### src/hw/rtl/aupd_isqrt_pipe.sv
// Integer square root of a 64-bit value, one result bit per register stage.
module aupd_isqrt_pipe #(
  parameter int unsigned SW = 1
) (
  input  logic          clk_i,
  input  logic          rst_ni,
  input  logic          en_i,
  input  logic          vld_i,
  input  logic [63:0]   rad_i,
  input  logic [SW-1:0] side_i,
  output logic          vld_o,
  output logic [31:0]   root_o,
  output logic [SW-1:0] side_o
);

  localparam int unsigned NumStg = 32;

  logic [63:0]   x_q   [NumStg];
  logic [63:0]   res_q [NumStg];
  logic [SW-1:0] sd_q  [NumStg];
  logic [NumStg-1:0] vld_q;

  for (genvar k = 0; k < NumStg; k++) begin : g_stage
    localparam logic [63:0] BitK = 64'd1 << (62 - 2 * k);
    logic [63:0]   x_in;
    logic [63:0]   res_in;
    logic [SW-1:0] sd_in;
    logic          vld_in;
    logic [63:0]   tsum;
    logic          ge;

    if (k == 0) begin : g_first
      assign x_in   = rad_i;
      assign res_in = '0;
      assign sd_in  = side_i;
      assign vld_in = vld_i;
    end else begin : g_next
      assign x_in   = x_q[k-1];
      assign res_in = res_q[k-1];
      assign sd_in  = sd_q[k-1];
      assign vld_in = vld_q[k-1];
    end

    assign tsum = res_in + BitK;
    assign ge   = (x_in >= tsum);

    always_ff @(posedge clk_i or negedge rst_ni) begin
      if (!rst_ni) begin
        vld_q[k] <= 1'b0;
      end else if (en_i) begin
        vld_q[k] <= vld_in;
      end
    end

    always_ff @(posedge clk_i) begin
      if (en_i) begin
        x_q[k]   <= ge ? (x_in - tsum) : x_in;
        res_q[k] <= ge ? ((res_in >> 1) + BitK) : (res_in >> 1);
        sd_q[k]  <= sd_in;
      end
    end
  end

  assign vld_o  = vld_q[NumStg-1];
  assign root_o = res_q[NumStg-1][31:0];
  assign side_o = sd_q[NumStg-1];

endmodule

### config.mk
export PLATFORM = sky130hd
export DESIGN_NAME = aupd_isqrt_pipe
export DESIGN_NICKNAME = d
export VERILOG_FILES = /design/src/hw/rtl/aupd_isqrt_pipe.sv
export SDC_FILE = /design/constraint.sdc
export NUM_CORES = 2
export LEC_CHECK = 0
export ABC_AREA = 0
export BUFFER_PORTS_ARGS = -buffer_cell sky130_fd_sc_hd__buf_4
export CAP_MARGIN = 20
export CORE_ASPECT_RATIO = 2
export CORE_MARGIN = 2
export CORE_UTILIZATION = 35
export CTS_BUF_LIST = sky130_fd_sc_hd__clkbuf_8
export CTS_CLUSTER_SIZE = 40
export DETAILED_ROUTE_END_ITERATION = 7
export PLACE_DENSITY = 0.61
export SETUP_SLACK_MARGIN = 0.15
export SYNTH_ARGS = -nofsm -noshare
export SYNTH_HDL_FRONTEND = slang
export SYNTH_MEMORY_MAX_BITS = 65536
export SYNTH_SLANG_ARGS = --single-unit
### constraint.sdc
create_clock -name clk_i -period 3.69 [get_ports clk_i]
set_clock_uncertainty 0.2 [all_clocks]
set_input_delay 0.5535 -clock clk_i [delete_from_list [all_inputs] [get_ports clk_i]]
set_output_delay 0.5535 -clock clk_i [all_outputs]
set_load 0.01 [all_outputs]
==> flow_metrics.py <==
metrics = {
    "outcome": {
        "run_status": "finished, violations left",
        "violations": "negative setup slack",
    },
    "route": {
        "drc": 0,
        "drt_iter0_markers": 3989,
        "wl_met2_mm": 228,
        "wl_met1_mm": 85.8,
        "ant_nets": 0,
        "first_pass_iters": 6,
        "dr_wl_met3_mm": 11.6,
        "via_count": 86500,
        "highest_layer": "met5",
        "via_per_inst": 5.14,
        "avgRoutedWirePerCell_um": 22.4,
        "wirelength_mm": 378,
    },
    "critical_path": {
        "r2r-start": "x_q[27][32]",
        "path_max_fanout": 7,
        "reg2reg_depth": 11,
        "start_kind": "flop",
        "critPathKind": "reg2reg",
        "required_ps": 4270,
        "rrSetupSlack_ps": -340,
        "critical_path_arrival_ps": 4610,
        "rr_endpoint": "x_q[28][55]",
        "cp-end-kind": "flop",
    },
    "synth": {
        "synth_edf_count": 2544,
        "yosysWarnings": 0,
        "synth_top_flop_cell": "edfxtp_1",
        "async_flop_share": 0.0124,
        "ys_seq_elements": 2576,
        "syn_nets": 10200,
        "syn_inst": 9581,
        "synth_area_um2": 122000,
        "ys_types": 92,
        "synth.yosys.seq_area_share": 0.633,
        "yosysTopAreaCellShare": 0.626,
        "ys_top_cells_by_area": "edfxtp_1, ha_1, xnor2_1",
        "postSynthAreaPerCell_um2": 12.7,
        "yosysTopAreaCell": "edfxtp_1",
    },
    "hold_path": {
        "holdPathStages": 3,
        "worstHoldStart": "vld_i",
        "min_to": "g_stage[1].vld_in",
        "min_path_type": "in2reg",
    },
    "cells_and_area": {
        "final_cell_mix": "edfxtp_1, buf_4, inv_1",
        "drive_gt1_frac": 0.298,
        "stdcell_area_um2": 160000,
        "fillCellCount": 30500,
        "final_nets": 12500,
        "area_growth_pct": 31.5,
        "utilization": 0.462,
        "final_common_cell": "edfxtp_1",
    },
    "die": {
        "die_area_um2": 353000,
        "rows": 306,
        "die_w_um": 421,
        "core_area_um2": 347000,
        "die_height_um": 839,
        "start_util": 0.352,
        "ios": 103,
    },
    "sta": {
        "max_slew_margin": 0.178,
        "hold_viol_final": 0,
        "setup_viol": 150,
        "drv_slew": 0,
        "fin_crit_ps": 4030,
        "final.period_utilization": 1.09,
        "fin_ws_ps": -339,
        "rsz0062_at_grt": "true",
        "fmax_mhz": 248,
        "worst_pin_slew_ps": 1230,
    },
    "global_routing": {
        "first_global_vias": 94900,
        "grt_pass1_wl_mm": 544,
        "grt_usage": 0.206,
        "antenna_found_initial": 14,
        "overflow": 0,
        "grt_max_degree": 164,
    },
    "clock_network": {
        "cts_made_buffers": 386,
        "cts_tree": "built",
        "cts_sinks": 2576,
        "cts_buffer_depth": 4,
        "path_clk_slew_ps": 60,
        "clkLatencyLatePin_ps": 1160,
        "cts.htree.levels": 5,
        "root_buffer": "clkbuf_8",
    },
    "placement": {
        "post_dp_cell_area_um2": 140000,
        "gp_congestion": 0.961,
        "hpwl_mm": 277,
        "port_buffers": 102,
    },
    "pwr": {
        "peakVddDrop_v": 0.000446,
        "pwr_density_cell_nw_per_um2": 557,
        "total_power_mw": 89.3,
        "p_leak_nw": 62.7,
    },
    "flow_run": {
        "cap_violations": 0,
    },
}
==> worst max path at each step <==
stage / from / end / slack (ps) / cells past startpoint
global placement: x_q[28][6] / x_q[29][59] / -2120 / 14
floorplan: x_q[25][25] / x_q[26][63] / -80 / 11
global route: res_q[25][17] / x_q[26][63] / -390 / 12
finish: x_q[27][32] / x_q[28][55] / -340 / 11
CTS: x_q[25][20] / x_q[26][63] / -310 / 11
detailed placement: x_q[27][32] / x_q[28][52] / -1120 / 10
==> sequential cells by signal (all words and copies together), names as in the netlist <==
| name | count |
|---|---|
| sd_q | 32 |
| g_stage.vld_in | 31 |
| x_q | 1984 |
| vld_o | 1 |
| res_q | 528 |
==> synthesized netlist by cell type, drive strengths merged, types with 115 or more instances <==
master	count
edfxtp	2544
clkbuf	148
a21o	265
a21oi	565
nor4	340
nand2b	115
nor2	556
ha	558
inv	687
nand2	659
o21ai	505
xnor2	477
nor3	255
nand3	156
nand4	146
xor2	410
==> power breakdown <==
| part | switching [mW] | internal [mW] |
|---|---|---|
| clock network | 11.4 | 10.6 |
| logic | 14.7 | 12.7 |
| registers | 2.73 | 37.2 |
==> through the flow <==
step / instances / setup WS, ps / TNS, ps / hold slack, ps
2_1_floorplan: 9581 / -84.2 / -93.2 / 57.9
4_1_cts: 16700 / -313 / -15080 / 29.1
3_3_place_gp: 15600 / -2120 / -279850 / 205
5_1_grt: 16800 / -388 / -26520 / 63.0
6_report: 16800 / -339 / -12010 / 112
3_5_place_dp: 15600 / -1120 / -196200 / 205
==> routing by layer <==
metal	global-route usage	up-vias
met1	0.118	42300
met5	0	-
met4	0.234	4
met2	0.450	2272
met3	0.0292	1484
li1	-	40500
==> layout make-up <==
cell class	count	area, µm²	area share
diodes	8	20.0	0.000125
clock buffers	390	5370	0.0335
clock inverters	295	1580	0.00982
inverters	688	2600	0.0162
multi-input cells	6134	48600	0.303
flip-flops and latches	2576	77200	0.481
well taps	4620	5780	0.0360
repair buffers	2127	19200	0.120
==> critical path, stage by stage (launching register included) <==
cell	delay (ps)
edfxtp_1	450
ha_4	310
nand4_1	220
or4_4	600
nor3_4	290
o2111a_2	420
nor3_4	90
or4_4	430
nor2_4	210
buf_8	190
nand4_1	120
xnor2_1	210
==> logic make-up (layout without fill, tap and decap cells) <==
| group | after synthesis | count (layout) | synth area share |
|---|---|---|---|
| simple gates | 2764 | 2766 | 0.117 |
| flops | 2576 | 2576 | 0.633 |
| other cells | 0 | 8 | 0 |
| fa+ha+maj | 558 | 558 | 0.0572 |
| mux | 117 | 117 | 0.0107 |
| buf+inv | 873 | 3500 | 0.0272 |
| compound gates | 1806 | 1806 | 0.0912 |
| xor+xnor | 887 | 887 | 0.0637 |
==> timing repair <==
action,CTS,global route
gates resized for setup,1117,695
endpoints found under the setup margin,852,781
hold buffers,135,0
hold endpoints to repair,137,0
setup buffers,186,155
pin swaps,333,304
cloned,41,8
No activity file was read; power rests on OpenSTA's default activity.
